### src/fhwb_pkg.sv
// Shared types and constants for the flow hash WAN balancer.
// Used by the register file, the controller, the datapath and the top level.
package fhwb_pkg;

    // Field widths fixed by the packet and MAC formats.
    localparam int ADDR_W  = 32;
    localparam int LEN_W   = 16;
    localparam int COUNT_W = 21;
    localparam int LINK_W  = 2;
    localparam int MAC_W   = 48;
    localparam int NUM_W   = 2;

    // Highest number of links that the rotation may use.
    localparam int MAX_LINKS = 3;

    // Configuration port geometry: eight 64-bit registers at 8-byte spacing.
    localparam int PADDR_W = 6;
    localparam int PDATA_W = 64;
    localparam int REG_W   = 3;

    localparam logic [REG_W-1:0] REG_NUM_WANS     = 3'd0;
    localparam logic [REG_W-1:0] REG_WINDOW_BYTES = 3'd1;
    localparam logic [REG_W-1:0] REG_WAN0_DST_MAC = 3'd2;
    localparam logic [REG_W-1:0] REG_WAN1_DST_MAC = 3'd3;
    localparam logic [REG_W-1:0] REG_WAN2_DST_MAC = 3'd4;
    localparam logic [REG_W-1:0] REG_WAN0_SRC_MAC = 3'd5;
    localparam logic [REG_W-1:0] REG_WAN1_SRC_MAC = 3'd6;
    localparam logic [REG_W-1:0] REG_WAN2_SRC_MAC = 3'd7;

    // Link codes that select a MAC pair.
    localparam logic [LINK_W-1:0] LINK_0 = 2'd0;
    localparam logic [LINK_W-1:0] LINK_1 = 2'd1;
    localparam logic [LINK_W-1:0] LINK_2 = 2'd2;

    // Reset values of the configuration registers.
    localparam logic [NUM_W-1:0]   NUM_WANS_RST = 2'd1;
    localparam logic [COUNT_W-1:0] WINDOW_RST   = 21'h10000;

    // One flow table entry.
    typedef struct packed {
        logic [LINK_W-1:0]  link;
        logic [COUNT_W-1:0] count;
    } t_flow_entry;

    // Configuration as seen by the datapath.
    typedef struct packed {
        logic [NUM_W-1:0]        num_wans;
        logic [COUNT_W-1:0]      window_bytes;
        logic [2:0][MAC_W-1:0]   dst_mac;
        logic [2:0][MAC_W-1:0]   src_mac;
    } t_cfg;

    // Commands from the controller to the datapath.
    typedef struct packed {
        logic clear;
        logic lookup;
        logic commit;
    } t_cmd;

    // Status from the datapath to the controller.
    typedef struct packed {
        logic clear_last;
        logic out_free;
    } t_sts;

    // Active link count: zero acts as one, and the count is capped at MAX_LINKS.
    function automatic logic [NUM_W-1:0] active_links(input logic [NUM_W-1:0] n);
        logic [NUM_W-1:0] a;
        a = (n == '0) ? NUM_W'(1) : n;
        if (32'(a) > MAX_LINKS) a = NUM_W'(MAX_LINKS);
        return a;
    endfunction

endpackage

### src/fhwb_regs.sv
// Configuration register file of the flow balancer behind an APB-style port.
// Depends on fhwb_pkg for register indexes, widths and reset values.
module fhwb_regs
    import fhwb_pkg::*;
(
    input  logic               i_clk,
    input  logic               i_rst_n,
    input  logic               psel,
    input  logic               penable,
    input  logic               pwrite,
    input  logic [PADDR_W-1:0] paddr,
    input  logic [PDATA_W-1:0] pwdata,
    output logic [PDATA_W-1:0] prdata,
    output logic               pready,
    output t_cfg               o_cfg
);

    logic [NUM_W-1:0]      r_num_wans;
    logic [COUNT_W-1:0]    r_window_bytes;
    logic [2:0][MAC_W-1:0] r_dst_mac;
    logic [2:0][MAC_W-1:0] r_src_mac;
    logic [REG_W-1:0]      reg_idx;
    logic                  wr_en;

    assign reg_idx = paddr[PADDR_W-1:PADDR_W-REG_W];
    assign wr_en   = psel && penable && pwrite;
    assign pready  = 1'b1;

    // Register writes complete in the access phase of a write transaction.
    always_ff @(posedge i_clk) begin
        if (!i_rst_n) begin
            r_num_wans     <= NUM_WANS_RST;
            r_window_bytes <= WINDOW_RST;
            r_dst_mac      <= '0;
            r_src_mac      <= '0;
        end else if (wr_en) begin
            unique case (reg_idx)
                REG_NUM_WANS:     r_num_wans     <= pwdata[NUM_W-1:0];
                REG_WINDOW_BYTES: r_window_bytes <= pwdata[COUNT_W-1:0];
                REG_WAN0_DST_MAC: r_dst_mac[0]   <= pwdata[MAC_W-1:0];
                REG_WAN1_DST_MAC: r_dst_mac[1]   <= pwdata[MAC_W-1:0];
                REG_WAN2_DST_MAC: r_dst_mac[2]   <= pwdata[MAC_W-1:0];
                REG_WAN0_SRC_MAC: r_src_mac[0]   <= pwdata[MAC_W-1:0];
                REG_WAN1_SRC_MAC: r_src_mac[1]   <= pwdata[MAC_W-1:0];
                REG_WAN2_SRC_MAC: r_src_mac[2]   <= pwdata[MAC_W-1:0];
                default: ;
            endcase
        end
    end

    // Read data is the addressed register, zero extended.
    always_comb begin
        unique case (reg_idx)
            REG_NUM_WANS:     prdata = PDATA_W'(r_num_wans);
            REG_WINDOW_BYTES: prdata = PDATA_W'(r_window_bytes);
            REG_WAN0_DST_MAC: prdata = PDATA_W'(r_dst_mac[0]);
            REG_WAN1_DST_MAC: prdata = PDATA_W'(r_dst_mac[1]);
            REG_WAN2_DST_MAC: prdata = PDATA_W'(r_dst_mac[2]);
            REG_WAN0_SRC_MAC: prdata = PDATA_W'(r_src_mac[0]);
            REG_WAN1_SRC_MAC: prdata = PDATA_W'(r_src_mac[1]);
            REG_WAN2_SRC_MAC: prdata = PDATA_W'(r_src_mac[2]);
            default:          prdata = '0;
        endcase
    end

    assign o_cfg.num_wans     = r_num_wans;
    assign o_cfg.window_bytes = r_window_bytes;
    assign o_cfg.dst_mac      = r_dst_mac;
    assign o_cfg.src_mac      = r_src_mac;

endmodule

### config.mk
export PLATFORM = sky130hd
export DESIGN_NAME = fhwb_regs
export DESIGN_NICKNAME = d
export VERILOG_FILES = /design/src/fhwb_pkg.sv /design/src/fhwb_regs.sv
export SDC_FILE = /design/constraint.sdc
export NUM_CORES = 1
export LEC_CHECK = 0
export ABC_AREA = 1
export ABC_CLOCK_PERIOD_IN_PS = 1400
export BUFFER_PORTS_ARGS = -buffer_cell sky130_fd_sc_hd__buf_2
export CAP_MARGIN = 20
export CORE_AREA = 2 2 174 176
export CTS_CLUSTER_DIAMETER = 40
export CTS_CLUSTER_SIZE = 30
export DETAILED_ROUTE_END_ITERATION = 8
export DIE_AREA = 0 0 176 178
export PLACE_DENSITY = 0.81
export RECOVER_POWER = 50
export SYNTH_ARGS = -nofsm -noshare
export SYNTH_HDL_FRONTEND = slang
export SYNTH_SLANG_ARGS = --single-unit
### constraint.sdc
create_clock -name i_clk -period 1.4 [get_ports i_clk]
set_clock_uncertainty 0.05 [all_clocks]
set_input_delay 0.07 -clock i_clk [delete_from_list [all_inputs] [get_ports i_clk]]
set_output_delay 0.07 -clock i_clk [all_outputs]
set_load 0.005 [all_outputs]
* Word-level counts from Yosys, hierarchy flattened *
Index checks and enable logic that the tools add are counted.

cells by class
  multiplexer cells = 1
  equal/unequal tests = 7
  reduce and logical (&&, ||, !) cells = 11

operator list
  kind                                            count
  case mux 64 bit (8 select lines)                1
  AND reduction 2 bit                             8
  == test 3 bit (second input constant)           4
  == test 3 x 2 -> 1 bit (second input constant)  2
  == test 3 x 1 -> 1 bit (second input constant)  1
  zero test 3 bit                                 1
  logical AND 1 bit                               2

word-level totals
  output and inout port bits = 376
  input port bits = 75
  logic and storage cells = 27
  register bits = 311

* Longest topological paths before layout *
  depth after elaboration = 3
  mapped depth = 9
  depth with buffers taken out = 7

* Least setup slack after synthesis *
OpenSTA, ideal clock, no wires.

  path type = input -> output
  start point = in paddr[4]
  end point = out prdata[26]
  arrival time = 1095 ps
  setup slack = 185 ps
  path buffers = 4
  stages on the path = 8
  cell sequence = buf_4 -> buf_4 -> nand3_2 -> buf_2 -> clkbuf_1 -> o21ai_0 -> nor2_1 -> nand2_1

between the ends
  cells in the longest elaborated chain, start to end = 2

ends and longest elaborated chain
  element                                      RTL line         text
  start: declaration                           fhwb_regs.sv:11  input logic [PADDR_W-1:0] paddr,
  == test 3 bit, or another cell as far along  fhwb_regs.sv:53  unique case (reg_idx)
  case mux 64 bit (8 select lines) *           fhwb_regs.sv:53
  end: declaration                             fhwb_regs.sv:13  output logic [PDATA_W-1:0] prdata,

Mark *: on every way between the ends. The rest lies on a longest branch, timed or not. The select of a mux whose other input is x is not followed.

* Worst setup path in the final report *
  start point = reg r_dst_mac, in the netlist o_cfg[262]
  end point = out prdata[22]

between the ends
  cells in the longest elaborated chain, start to end = 1

ends and longest elaborated chain
  element                           RTL line         text
  start: declaration                fhwb_regs.sv:20  logic [2:0][MAC_W-1:0] r_dst_mac;
  case mux 64 bit (8 select lines)  fhwb_regs.sv:53

No other way between the ends. The select of a mux whose other input is x is not followed.

==> impl_metrics.yaml <==
clocking:
  clock_latency_ps: 520
  clock_sinks: 311
  htreeDepth: 2
  cts_max_path_buffers: 3
  cts_tree: "done"
  cts-buffers-inserted: 46
  clkTransAtPathRegs_ps: 60
  cts-root-buf: "clkbuf_16"
worst_setup_path:
  path_max_fanout: 3
  criticalPathCategory: "register to output pin"
  critPathArrivalTime_ps: 1390
  setup.worst_path.end_class: "output pin"
  required_ps: 1280
  startpoint_type: "register"
routing:
  vias: 17700
  drt-total-wl_mm: 61.1
  wl_per_cell_um: 20.1
  vias_per_cell: 5.83
  ant_nets: 0
  drt_iter0_drc: 2486
  first_pass_iters: 6
  route.detailed.drc: 0
global_route:
  track_usage_pct: 36.4
  grt_first_pass_wirelength_mm: 90.2
  grt-ovfl-total: 0
  grt_pass1_vias: 16300
  grt_start_max_net_pins: 70
  grt_antenna_before_repair: 1
floorplanning:
  dieArea_mm2: 0.0313
  row_count: 63
  initial_core_util_pct: 47.7
  die_x_um: 176
  fp.dieH_um: 178
  io_pins: 451
  coreArea_mm2: 0.0294
logic_synthesis:
  synth_fa_ha_area_share_pct: 0
  synth-seq-cells: 311
  synth_simple_gate_area_share_pct: 31.6
  synth.avg_cell_area_um2: 6.80
  synth_compound_area_share_pct: 14.1
  synth-xor-area-share_pct: 0
  synth_warnings: 0
  syn_inst: 2063
  synthMuxAreaShare_pct: 0
  synth_top_family_by_area: "simple AND/OR/NAND/NOR gates"
  yosysSeqAreaShare_pct: 44.4
  synth_cell_types: 24
  syn_area_mm2: 0.0140
place:
  portBuffers: 414
  dp_slack_ps: -119
  globalplace.congestion: 0.904
  dp.cells: 2817
  hpwl_mm: 37.8
run:
  cap_violations: 0
timing:
  hold_violations: 0
  worst_pin_slew_ps: 551
  finalSetupTns_ps: -1890
  fin_crit_sh_pct: 108
  rsz0062_at_grt: "yes"
  min_period_ps: 1510
  setup_viol: 43
  slew_headroom_pct: 63.3
  slew_viol_final: 0
  max_freq_mhz: 664
  fin_hold_ws_ps: 59.5
  finalWorstSetupSlack_ps: -107
layout:
  layout-drive-gt1-share_pct: 36.5
  final_util_pct: 69.8
  nets: 2682
  syn_to_final_growth_pct: 46.3
  fin_cells: 3034
pwr:
  p_leak_nw: 9.74
  ir_worst_vdd_mv: 0.892
  power.density_mw_per_mm2: 1110
status:
  violations: "setup timing"
  status: "finished, violations left"
min_path:
  hold_path.class: "input pin to register"
-- synth_stat cells --
master / number / area share (%)
nor2_2: 4 / 0.18
nor3_1: 241 / 8.6
a21oi_1: 22 / 0.79
nand3_2: 5 / 0.36
nand2_1: 191 / 5.1
dfxtp_1: 311 / 44
nand2_2: 1 / 0.045
nor2_4: 2 / 0.16
buf_1: 16 / 0.43
clkbuf_1: 101 / 2.7
nand3_1: 24 / 0.86
o21ai_0: 312 / 11
buf_2: 44 / 1.6
o21ai_1: 55 / 2.0
nand4_1: 56 / 2.5
buf_4: 23 / 1.2
inv_4: 1 / 0.045
buf_6: 4 / 0.32
inv_2: 3 / 0.080
nand3_4: 1 / 0.12
conb_1: 2 / 0.054
a22oi_1: 5 / 0.27
inv_1: 130 / 3.5
nor2_1: 509 / 14
-- worst paths after layout --
check,start,end,slack [ps],cells past startpoint
hold / removal,paddr[5],o_cfg[263],60,5
setup reg to reg,o_cfg[29],o_cfg[29],430,4
setup / recovery,o_cfg[262],prdata[22],-110,5
hold reg to reg,r_window_bytes[16],r_window_bytes[16],440,2
-- kinds of logic after synthesis --
logic type,Yosys count
flip-flops,311
AO/OA/AOI/OAI,394
other,2
AND/OR/NAND/NOR,1034
buffers and inverters,322
-- critical path: stages (launching register included) --
cell	delay, ps
dfxtp_2	350
inv_1	50
o21ai_2	190
nor2_1	80
nand2_1	70
buf_2	110
-- state kept, by name, indices dropped and copies added (netlist names) --
name	flops
r_window_bytes	21
o_cfg	288
r_num_wans	2
-- layer usage --
layer	track usage (%)	vias to the layer above	share of wire, %
met5	0	-	0
met4	23.4	0	7.4
met1	44.8	8145	37
met2	57.7	1400	44
met3	8.50	323	11
li1	-	7834	-
-- cells in the final DEF (no fill, tap or decap), types with 65 or more instances in the layout --
| master | Yosys | layout |
|---|---|---|
| nor2_1 | 509 | 474 |
| dfxtp_1 | 311 | 171 |
| buf_4 | 23 | 153 |
| o21ai_0 | 312 | 283 |
| nor3_1 | 241 | 241 |
| o21ai_1 | 55 | 65 |
| dfxtp_2 | 0 | 139 |
| buf_2 | 44 | 406 |
| inv_1 | 130 | 109 |
| nand2_1 | 191 | 177 |
-- area by class of cell --
| class | count | area, um^2 |
|---|---|---|
| tap | 390 | 488 |
| fill | 2226 | 8880 |
| sequential | 311 | 6400 |
| timing repair buffer | 669 | 4680 |
| multi-input combinational | 1445 | 6840 |
| antenna | 1 | 2.50 |
| inverter | 134 | 508 |
| clock buffer | 56 | 1290 |
| clock inverter | 28 | 309 |
-- repair_timing --
action | in CTS | in global routing
gates resized for setup | 227 | 113
hold buffers | 49 | 0
pin swaps | 92 | 73
gates cloned | 1 | 2
endpoints found under the setup margin | 48 | 48
setup buffers | 59 | 23
hold endpoints to repair | 311 | 0
-- where the power goes --
group	switching (W)	leakage, nW	internal, W
combinational	0.00117	6.38	0.000676
clock	0.00436	0.781	0.00751
sequential	0.0000884	2.58	0.00898
total	0.00562	9.74	0.0172
-- metrics by stage --
stage	total power, W	instance area, um^2
after global routing	0.0233	20500
after floorplan	0.00994	14100
after CTS	0.0227	20200
after detailed placement	0.0108	17300
after global placement	0.0108	17300
final	0.0228	20500
(Power assumes the default switching activity.)
