**src/fhwb_pkg.sv**
```systemverilog
// Shared types and constants for the flow hash WAN balancer.
// Used by the register file, the controller, the datapath and the top level.
package fhwb_pkg;

    // Field widths fixed by the packet and MAC formats.
    localparam int ADDR_W  = 32;
    localparam int LEN_W   = 16;
    localparam int COUNT_W = 21;
    localparam int LINK_W  = 2;
    localparam int MAC_W   = 48;
    localparam int NUM_W   = 2;

    // Highest number of links that the rotation may use.
    localparam int MAX_LINKS = 3;

    // Configuration port geometry: eight 64-bit registers at 8-byte spacing.
    localparam int PADDR_W = 6;
    localparam int PDATA_W = 64;
    localparam int REG_W   = 3;

    localparam logic [REG_W-1:0] REG_NUM_WANS     = 3'd0;
    localparam logic [REG_W-1:0] REG_WINDOW_BYTES = 3'd1;
    localparam logic [REG_W-1:0] REG_WAN0_DST_MAC = 3'd2;
    localparam logic [REG_W-1:0] REG_WAN1_DST_MAC = 3'd3;
    localparam logic [REG_W-1:0] REG_WAN2_DST_MAC = 3'd4;
    localparam logic [REG_W-1:0] REG_WAN0_SRC_MAC = 3'd5;
    localparam logic [REG_W-1:0] REG_WAN1_SRC_MAC = 3'd6;
    localparam logic [REG_W-1:0] REG_WAN2_SRC_MAC = 3'd7;

    // Link codes that select a MAC pair.
    localparam logic [LINK_W-1:0] LINK_0 = 2'd0;
    localparam logic [LINK_W-1:0] LINK_1 = 2'd1;
    localparam logic [LINK_W-1:0] LINK_2 = 2'd2;

    // Reset values of the configuration registers.
    localparam logic [NUM_W-1:0]   NUM_WANS_RST = 2'd1;
    localparam logic [COUNT_W-1:0] WINDOW_RST   = 21'h10000;

    // One flow table entry.
    typedef struct packed {
        logic [LINK_W-1:0]  link;
        logic [COUNT_W-1:0] count;
    } t_flow_entry;

    // Configuration as seen by the datapath.
    typedef struct packed {
        logic [NUM_W-1:0]        num_wans;
        logic [COUNT_W-1:0]      window_bytes;
        logic [2:0][MAC_W-1:0]   dst_mac;
        logic [2:0][MAC_W-1:0]   src_mac;
    } t_cfg;

    // Commands from the controller to the datapath.
    typedef struct packed {
        logic clear;
        logic lookup;
        logic commit;
    } t_cmd;

    // Status from the datapath to the controller.
    typedef struct packed {
        logic clear_last;
        logic out_free;
    } t_sts;

    // Active link count: zero acts as one, and the count is capped at MAX_LINKS.
    function automatic logic [NUM_W-1:0] active_links(input logic [NUM_W-1:0] n);
        logic [NUM_W-1:0] a;
        a = (n == '0) ? NUM_W'(1) : n;
        if (32'(a) > MAX_LINKS) a = NUM_W'(MAX_LINKS);
        return a;
    endfunction

endpackage

```
**src/fhwb_ctrl.sv**
```systemverilog
// Controller of the flow balancer: table clearing, lookup and commit sequencing.
// Depends on fhwb_pkg for the command and status structs.
module fhwb_ctrl
    import fhwb_pkg::*;
(
    input  logic i_clk,
    input  logic i_rst_n,
    input  logic i_in_valid,
    output logic o_in_stall,
    input  t_sts i_sts,
    output t_cmd o_cmd
);

    typedef enum logic [1:0] {
        S_CLEAR,
        S_IDLE,
        S_UPDATE
    } t_state;

    t_state r_state;
    t_state n_state;
    logic   r_in_stall;

    // Next state: clear the table once, then alternate lookup and update.
    always_comb begin
        n_state = r_state;
        unique case (r_state)
            S_CLEAR:  if (i_sts.clear_last) n_state = S_IDLE;
            S_IDLE:   if (i_in_valid) n_state = S_UPDATE;
            S_UPDATE: if (i_sts.out_free) n_state = S_IDLE;
            default:  n_state = S_CLEAR;
        endcase
    end

    // State and the registered input stall.
    always_ff @(posedge i_clk) begin
        if (!i_rst_n) begin
            r_state    <= S_CLEAR;
            r_in_stall <= 1'b1;
        end else begin
            r_state    <= n_state;
            r_in_stall <= (n_state != S_IDLE);
        end
    end

    // Commands to the datapath.
    assign o_cmd.clear  = (r_state == S_CLEAR);
    assign o_cmd.lookup = (r_state == S_IDLE) && i_in_valid;
    assign o_cmd.commit = (r_state == S_UPDATE) && i_sts.out_free;
    assign o_in_stall   = r_in_stall;

endmodule

```
**config.mk**
```make
export PLATFORM = sky130hd
export DESIGN_NAME = fhwb_ctrl
export DESIGN_NICKNAME = d
export VERILOG_FILES = /design/src/fhwb_pkg.sv /design/src/fhwb_ctrl.sv
export SDC_FILE = /design/constraint.sdc
export NUM_CORES = 1
export LEC_CHECK = 0
export BUFFER_PORTS_ARGS = -buffer_cell sky130_fd_sc_hd__buf_4
export CELL_PAD_IN_SITES_DETAIL_PLACEMENT = 0
export CELL_PAD_IN_SITES_GLOBAL_PLACEMENT = 1
export CORE_AREA = 10 10 47 49
export DETAILED_ROUTE_END_ITERATION = 10
export DIE_AREA = 0 0 57 59
export GPL_TIMING_DRIVEN = 0
export PLACE_DENSITY_LB_ADDON = 0.1
export SLEW_MARGIN = 20
export SYNTH_ARGS = -nofsm -noshare
export SYNTH_HDL_FRONTEND = slang
export SYNTH_SLANG_ARGS = --single-unit
```
**constraint.sdc**
```tcl
create_clock -name i_clk -period 1.3 [get_ports i_clk]
set_input_delay 0.26 -clock i_clk [delete_from_list [all_inputs] [get_ports i_clk]]
set_output_delay 0.26 -clock i_clk [all_outputs]
set_load 0.005 [all_outputs]
```
# Word level (Yosys, flattened, before mapping)
# Cells that the tools add are included.
[totals]
reg_bits = 3
latchBits = 0
ram_bits = 0
mem_bits_ro = 0
out_inout_bits = 4
n_memories = 0
[classes]
addsub = 0
n_mul = 0
div_mod_pow = 0
magnitude_cmp = 0
eq_ne = 3
n_shift = 0
n_mux = 4
bitwise_logic = 0
reduce_logical = 3
[ops]
columns = ["operator", "count"]
rows = [
  ["$mux 2", 3],
  ["$pmux 2 s3", 1],
  ["$eq 2x1->1 const B", 1],
  ["$eq 2x2->1 const B", 1],
  ["$logic_and 1x1->1", 2],
  ["$logic_not 2->1", 1],
  ["$ne 2x1->1 const B", 1],
]

# Depth between registers and ports, before layout
# Gate-level depths: netlist of the first run.
[logic_depth]
ltp_word = 3
depth_mapped = 3
mapped_depth_nobuf = 3

# Least setup slack after synthesis of the first run
# OpenSTA, ideal clock, no wires.
[synth_timing]
kind = "register to register"
start = "register r_state[0]"
end = "register r_state[0]"
t_arrival_ps = 860
required_ps = 1185
setup_slack_ps = 325
stages_incl_launch_ff = 4
path_buffers = 0
period_less_slack_ps = 975
path_cell_list = "dfxtp_1 or2_1 a21o_1 and3_1"
[synth_via]
elab_chain_len = 2
word_cells_on_any_way = 7
classes_between = "2 x eq/ne; 4 x mux; 1 x reduce/logical"
[synth_rtl]
columns = ["item", "line", "source"]
rows = [
  ["start, declared", "fhwb_ctrl.sv:20", "t_state r_state;"],
  ["start signal, assigned", "fhwb_ctrl.sv:41", "r_state <= n_state;"],
  ["$eq 2x2->1, or another cell as far along", "fhwb_ctrl.sv:27", "unique case (r_state)"],
  ["$pmux 2 s3 *", "fhwb_ctrl.sv:27", ""],
]
# Mark *: on every way between the ends. The rest lies on a longest branch, timed or not.
# A chain may end at the register's enable or synchronous reset.

==> flow_metrics.env, run 1 <==
export IMPL_slowest_delay_ns=0.36
export IMPL_vias=140
export IMPL_leakage_nw=0.112
export IMPL_nets=33
export IMPL_critPathArrivalTime_ns=0.94
export IMPL_tns_ns=0
export IMPL_fmax_mhz=834
export IMPL_hold_viol_final=0
export IMPL_avgSynthCellArea_um2=8.51
export IMPL_cts_setup_buffers=0
export IMPL_yosys_warnings=0
export IMPL_layout_setup_ws_ns=0.101
export IMPL_rows=14
export IMPL_mostFrequentLayoutCells="buf_4, clkbuf_4, nor3b_1, dfxtp_2"
export IMPL_gp_congestion=0.604
export IMPL_maxSlewViolCount=0
export IMPL_start_kind="flip-flop"
export IMPL_ios=9
export IMPL_comb_power_share=0.149
export IMPL_final_common_cell="buf_4"
export IMPL_synth_nets=20
export IMPL_finalCritPeriodShare=0.922
export IMPL_grtUsageTotal=0.0303
export IMPL_start_util=0.0911
export IMPL_viasPerCell=3.26
export IMPL_drive_above_1_share=0.519
export IMPL_setup_viol=0
export IMPL_met1_length_um=196
export IMPL_cts_tree="built"
export IMPL_highest_layer="met3"
export IMPL_peakVddDrop_mv=0.329
export IMPL_p_per_area_mw_per_mm2=1330
export IMPL_min_period_ns=1.20
export IMPL_critPathBufInv=1
export IMPL_grt_pass1_wl_um=724
export IMPL_die_y_um=59
export IMPL_diodes=0
export IMPL_die_x_um=57
export IMPL_cts_sink_count=3
export IMPL_antenna_found_initial=0
export IMPL_synth_cells=15
export IMPL_crit_type="flip-flop to primary output"
export IMPL_cts_max_level=1
export IMPL_drt_iter0_drc=3
export IMPL_rsz0062_at_grt="no"
export IMPL_postCtsHoldBufs=0
export IMPL_skew_ns=0.00164
export IMPL_dr_wl_met2_um=188
export IMPL_worstPathRequired_ns=1.04
export IMPL_routed_wl_um=414
export IMPL_intPower_w=0.000247
export IMPL_drtAntennaViolNets=0
export IMPL_root_buffer="clkbuf_4"
export IMPL_die_area_mm2=0.00336
export IMPL_cts_max_path_buffers=2
export IMPL_clk_pin_slew_ns=0.04
export IMPL_area_delta_synth_final_pct=87.3
export IMPL_routed_wl_met3_um=29
export IMPL_outcome="finished, final reports clean"
export IMPL_synth_distinct_cells=11
export IMPL_p_total_w=0.000318
export IMPL_ys_seq_area_frac=0.471
export IMPL_slew_headroom=0.849
export IMPL_drc=0
export IMPL_crit_family="flip-flops"
export IMPL_firstDrtPassIters=2
export IMPL_gr_total_overflow=0
export IMPL_grt_pass1_vias=171
export IMPL_hold_class="input pin to flip-flop"
export IMPL_grt_max_degree=7
export IMPL_switching_share=0.223
export IMPL_tightest_slew_ns=0.224
export IMPL_max_cap_violations=0
export IMPL_slowest_stage="dfxtp_2"
export IMPL_wl_per_cell_um=9.63
export IMPL_switching_power_w=0.0000707
export IMPL_placeableCoreArea_mm2=0.00140
export IMPL_io_buffer_count=8
export IMPL_clkLatencyLatePin_ns=0.23
export IMPL_p_seq_frac=0.347
export IMPL_crit_chain="nor3b_1, buf_4"
export IMPL_dp_slack_ns=0.255
export IMPL_synth_area_um2=128
export IMPL_endpoint_kind="primary output"
export IMPL_critPathMaxFanout=6
export IMPL_cts_buffers=3
export IMPL_synth_seq_cells=3
export IMPL_clkPwrFrac=0.504
## synthesized netlist by cell type
cell / number / area [um^2]
nand3_1: 1 / 5.00
inv_1: 1 / 3.75
or2_1: 1 / 6.26
dfxtp_1: 3 / 60.1
nand2_1: 1 / 3.75
nor3b_1: 2 / 15.0
nor2_1: 2 / 7.51
o21a_1: 1 / 7.51
o21ai_0: 1 / 5.00
a21o_1: 1 / 7.51
and3_1: 1 / 6.26
## registers in the layout (all words and copies together), names as in the netlist
name / flops
r_state: 2
o_in_stall: 1
## worst reg2reg max path: cells and delay by family, from the launching register on
| family | cells | cell delay, ns |
|---|---|---|
| AND/OR/NAND/NOR | 2 | 0.39 |
| flip-flops | 1 | 0.34 |
| AO/OA/AOI/OAI | 1 | 0.19 |
## area by class of cell
cell class,instances,area [um^2]
fillers,180,1160
multi-input cells,11,66.3
inverters,1,3.75
clock buffers,4,26.3
well taps,16,20.0
repair buffers,8,60.1
flip-flops and latches,3,62.6
## stage by stage
step	util	instances	hold WS, ns	instance area (um^2)
2_1_floorplan	-	15	0.332	128
3_3_place_gp	0.148	39	0.474	208
3_5_place_dp	0.148	39	0.473	208
4_1_cts	0.167	43	0.224	234
5_1_grt	0.171	43	0.233	239
6_report	0.171	43	0.230	239
## metal layers
layer | up-vias | global-route usage
met1 | 60 | 0.0321
met4 | 0 | 0.0403
met3 | 0 | 0.0150
met2 | 5 | 0.0372
li1 | 75 | -
met5 | - | 0
## path summary, 6_finish.rpt
path,from,endpoint,slack [ns],cells after the start
setup reg to reg,r_state[0],r_state[0],0.28,3
hold reg to reg,r_state[1],o_in_stall,0.59,2
setup / recovery,r_state[1],o_cmd[0],0.10,2
hold / removal,i_rst_n,o_in_stall,0.23,2
## logic make-up after synthesis
| family | Yosys count | synth area share |
|---|---|---|
| compound gates | 3 | 0.157 |
| buf+inv | 1 | 0.0294 |
| flops | 3 | 0.471 |
| simple gates | 8 | 0.343 |
## power groups by stage
stage	logic, W	clock network [W]	registers, W
after floorplan	0.0000185	0	0.000108
after global placement	0.0000485	0	0.000110
after detailed placement	0.0000482	0	0.000110
after CTS	0.0000485	0.000172	0.000109
after global routing	0.0000541	0.000176	0.000112
final	0.0000473	0.000160	0.000110
## timing repair
item / in CTS / in global routing
gates resized for setup: 0 / 3
setup endpoints to repair: 0 / 2
endpoints found under the hold margin: 0 / 0
No activity file was read; power rests on OpenSTA's default activity.
==> run 2: changes to the inputs <==
==> constraint.sdc (replaced) <==
create_clock -name i_clk -period 1.3 [get_ports i_clk]
set_input_delay 0 -clock i_clk [delete_from_list [all_inputs] [get_ports i_clk]]
set_output_delay 0 -clock i_clk [all_outputs]
set_load 0.005 [all_outputs]
==> flow_metrics.env, run 2 (synthesis gave the netlist of run 1 again) <==
export IMPL_outcome="finished, final reports clean"
export IMPL_mostFrequentLayoutCells="buf_4, clkbuf_4, dfxtp_1"
export IMPL_rows=14
export IMPL_slowest_delay_ns=0.34
export IMPL_nets=34
export IMPL_crit_type="flip-flop to flip-flop"
export IMPL_min_period_ns=1.04
export IMPL_drtAntennaViolNets=0
export IMPL_p_per_area_mw_per_mm2=1300
export IMPL_critPathBufInv=0
export IMPL_firstDrtPassIters=2
export IMPL_cts_max_path_buffers=2
export IMPL_critPathArrivalTime_ns=1.16
export IMPL_clkLatencyLatePin_ns=0.23
export IMPL_drc=0
export IMPL_busiest_layer="met4"
export IMPL_vias=145
export IMPL_io_buffer_count=8
export IMPL_peakVddDrop_mv=0.336
export IMPL_met2_usage=0.0372
export IMPL_ios=9
export IMPL_clk_pin_slew_ns=0.04
export IMPL_tns_ns=0
export IMPL_placeableCoreArea_mm2=0.00140
export IMPL_cts_tree="built"
export IMPL_cts_max_level=1
export IMPL_start_util=0.0911
export IMPL_nFillCells=180
export IMPL_critPathMaxFanout=6
export IMPL_rsz0062_at_grt="no"
export IMPL_grt_pass1_wl_um=710
export IMPL_die_area_mm2=0.00336
export IMPL_layout_setup_ws_ns=0.261
export IMPL_tightest_slew_ns=0.223
export IMPL_root_buffer="clkbuf_4"
export IMPL_slowest_stage="dfxtp_1"
export IMPL_maxSlewViolCount=0
export IMPL_slew_headroom=0.850
export IMPL_die_y_um=59
export IMPL_largest_register="r_state"
export IMPL_viasPerCell=3.30
export IMPL_finalNonFillerCells=44
export IMPL_grt_max_degree=7
export IMPL_worstPathRequired_ns=1.42
export IMPL_gp_congestion=0.604
export IMPL_antenna_found_initial=0
export IMPL_crit_family="simple AND/OR/NAND/NOR gates"
export IMPL_drt_iter0_drc=3
export IMPL_final_common_cell="buf_4"
export IMPL_grtUsageTotal=0.0298
export IMPL_crit_chain="or2_1, a21o_1, and3_1"
export IMPL_cts_sink_count=3
export IMPL_fmax_mhz=962
export IMPL_routed_wl_um=415
export IMPL_start_kind="flip-flop"
export IMPL_finalCritPeriodShare=0.799
export IMPL_p_total_w=0.000318
export IMPL_diodes=0
export IMPL_setup_viol=0
export IMPL_use_met1=0.0309
export IMPL_max_cap_violations=0
export IMPL_gr_total_overflow=0
export IMPL_area_delta_synth_final_pct=91.2
export IMPL_grt_pass1_vias=170
export IMPL_dp_slack_ns=0.259
export IMPL_ctsResizeCount=0
export IMPL_largest_reg_flops=2
export IMPL_leakage_nw=0.116
export IMPL_skew_ns=0.00207
export IMPL_hold_class="input pin to flip-flop"
export IMPL_drive_above_1_share=0.393
export IMPL_die_x_um=57
export IMPL_hold_viol_final=0
export IMPL_use_met3=0.0150
export IMPL_dp_cells=39
export IMPL_endpoint_kind="flip-flop"
export IMPL_finish_utilization=0.174
export IMPL_wl_per_cell_um=9.43
export IMPL_cts_buffers=3
run 2: changes by cell type in the layout (fill, tap and decap cells not counted), sizes merged:
cell         delta
dlygate4sd3     +1
run 2: layout make-up:
| cell class | count | area (um^2) | area share |
|---|---|---|---|
| repair buffers | 9 | 70.1 | 0.287 |
| multi-input cells | 11 | 63.8 | 0.262 |
| flip-flops and latches | 3 | 60.1 | 0.246 |
| clock buffers | 4 | 26.3 | 0.108 |
| well taps | 16 | 20.0 | 0.0821 |
| inverters | 1 | 3.75 | 0.0154 |
run 2: final timing paths:
check	depth (start not counted)	slack, ns	startpoint	to
worst min register to register	2	0.60	r_state[1]	o_in_stall
worst min-delay path	3	0.09	i_sts[0]	r_state[1]
worst max-delay path	3	0.26	r_state[0]	r_state[0]
worst max register to register	3	0.26	r_state[0]	r_state[0]
run 2: per-layer routing:
metal	wire length, um	vias to the layer above	part of all wire
li1	-	77	-
met1	189	63	0.46
met2	196	5	0.47
met3	29	0	0.070
met4	0	0	0
met5	0	-	0
run 2: timing repair:
item,4_1_cts,5_1_grt
hold endpoints to repair,2,0
hold buffers,1,0
setup buffers,0,0
run 2: through the flow:
stage / hold WS (ns) / instance area, um^2
finish: 0.0913 / 244
global route: 0.105 / 244
CTS: 0.0825 / 244
detailed placement: 0.213 / 208
global placement: 0.214 / 208
floorplan: 0.0718 / 128
run 2: power breakdown:
group / total [W] / internal [W] / switching [W]
clock: 0.000161 / 0.000115 / 0.0000457
sequential: 0.000109 / 0.000101 / 0.00000768
combinational: 0.0000490 / 0.0000318 / 0.0000172
run 2: worst register-to-register path, cell delays in order, from the launching register on:
cell and delay (ns):
dfxtp_1 0.34, or2_1 0.24, a21o_1 0.19, and3_1 0.16
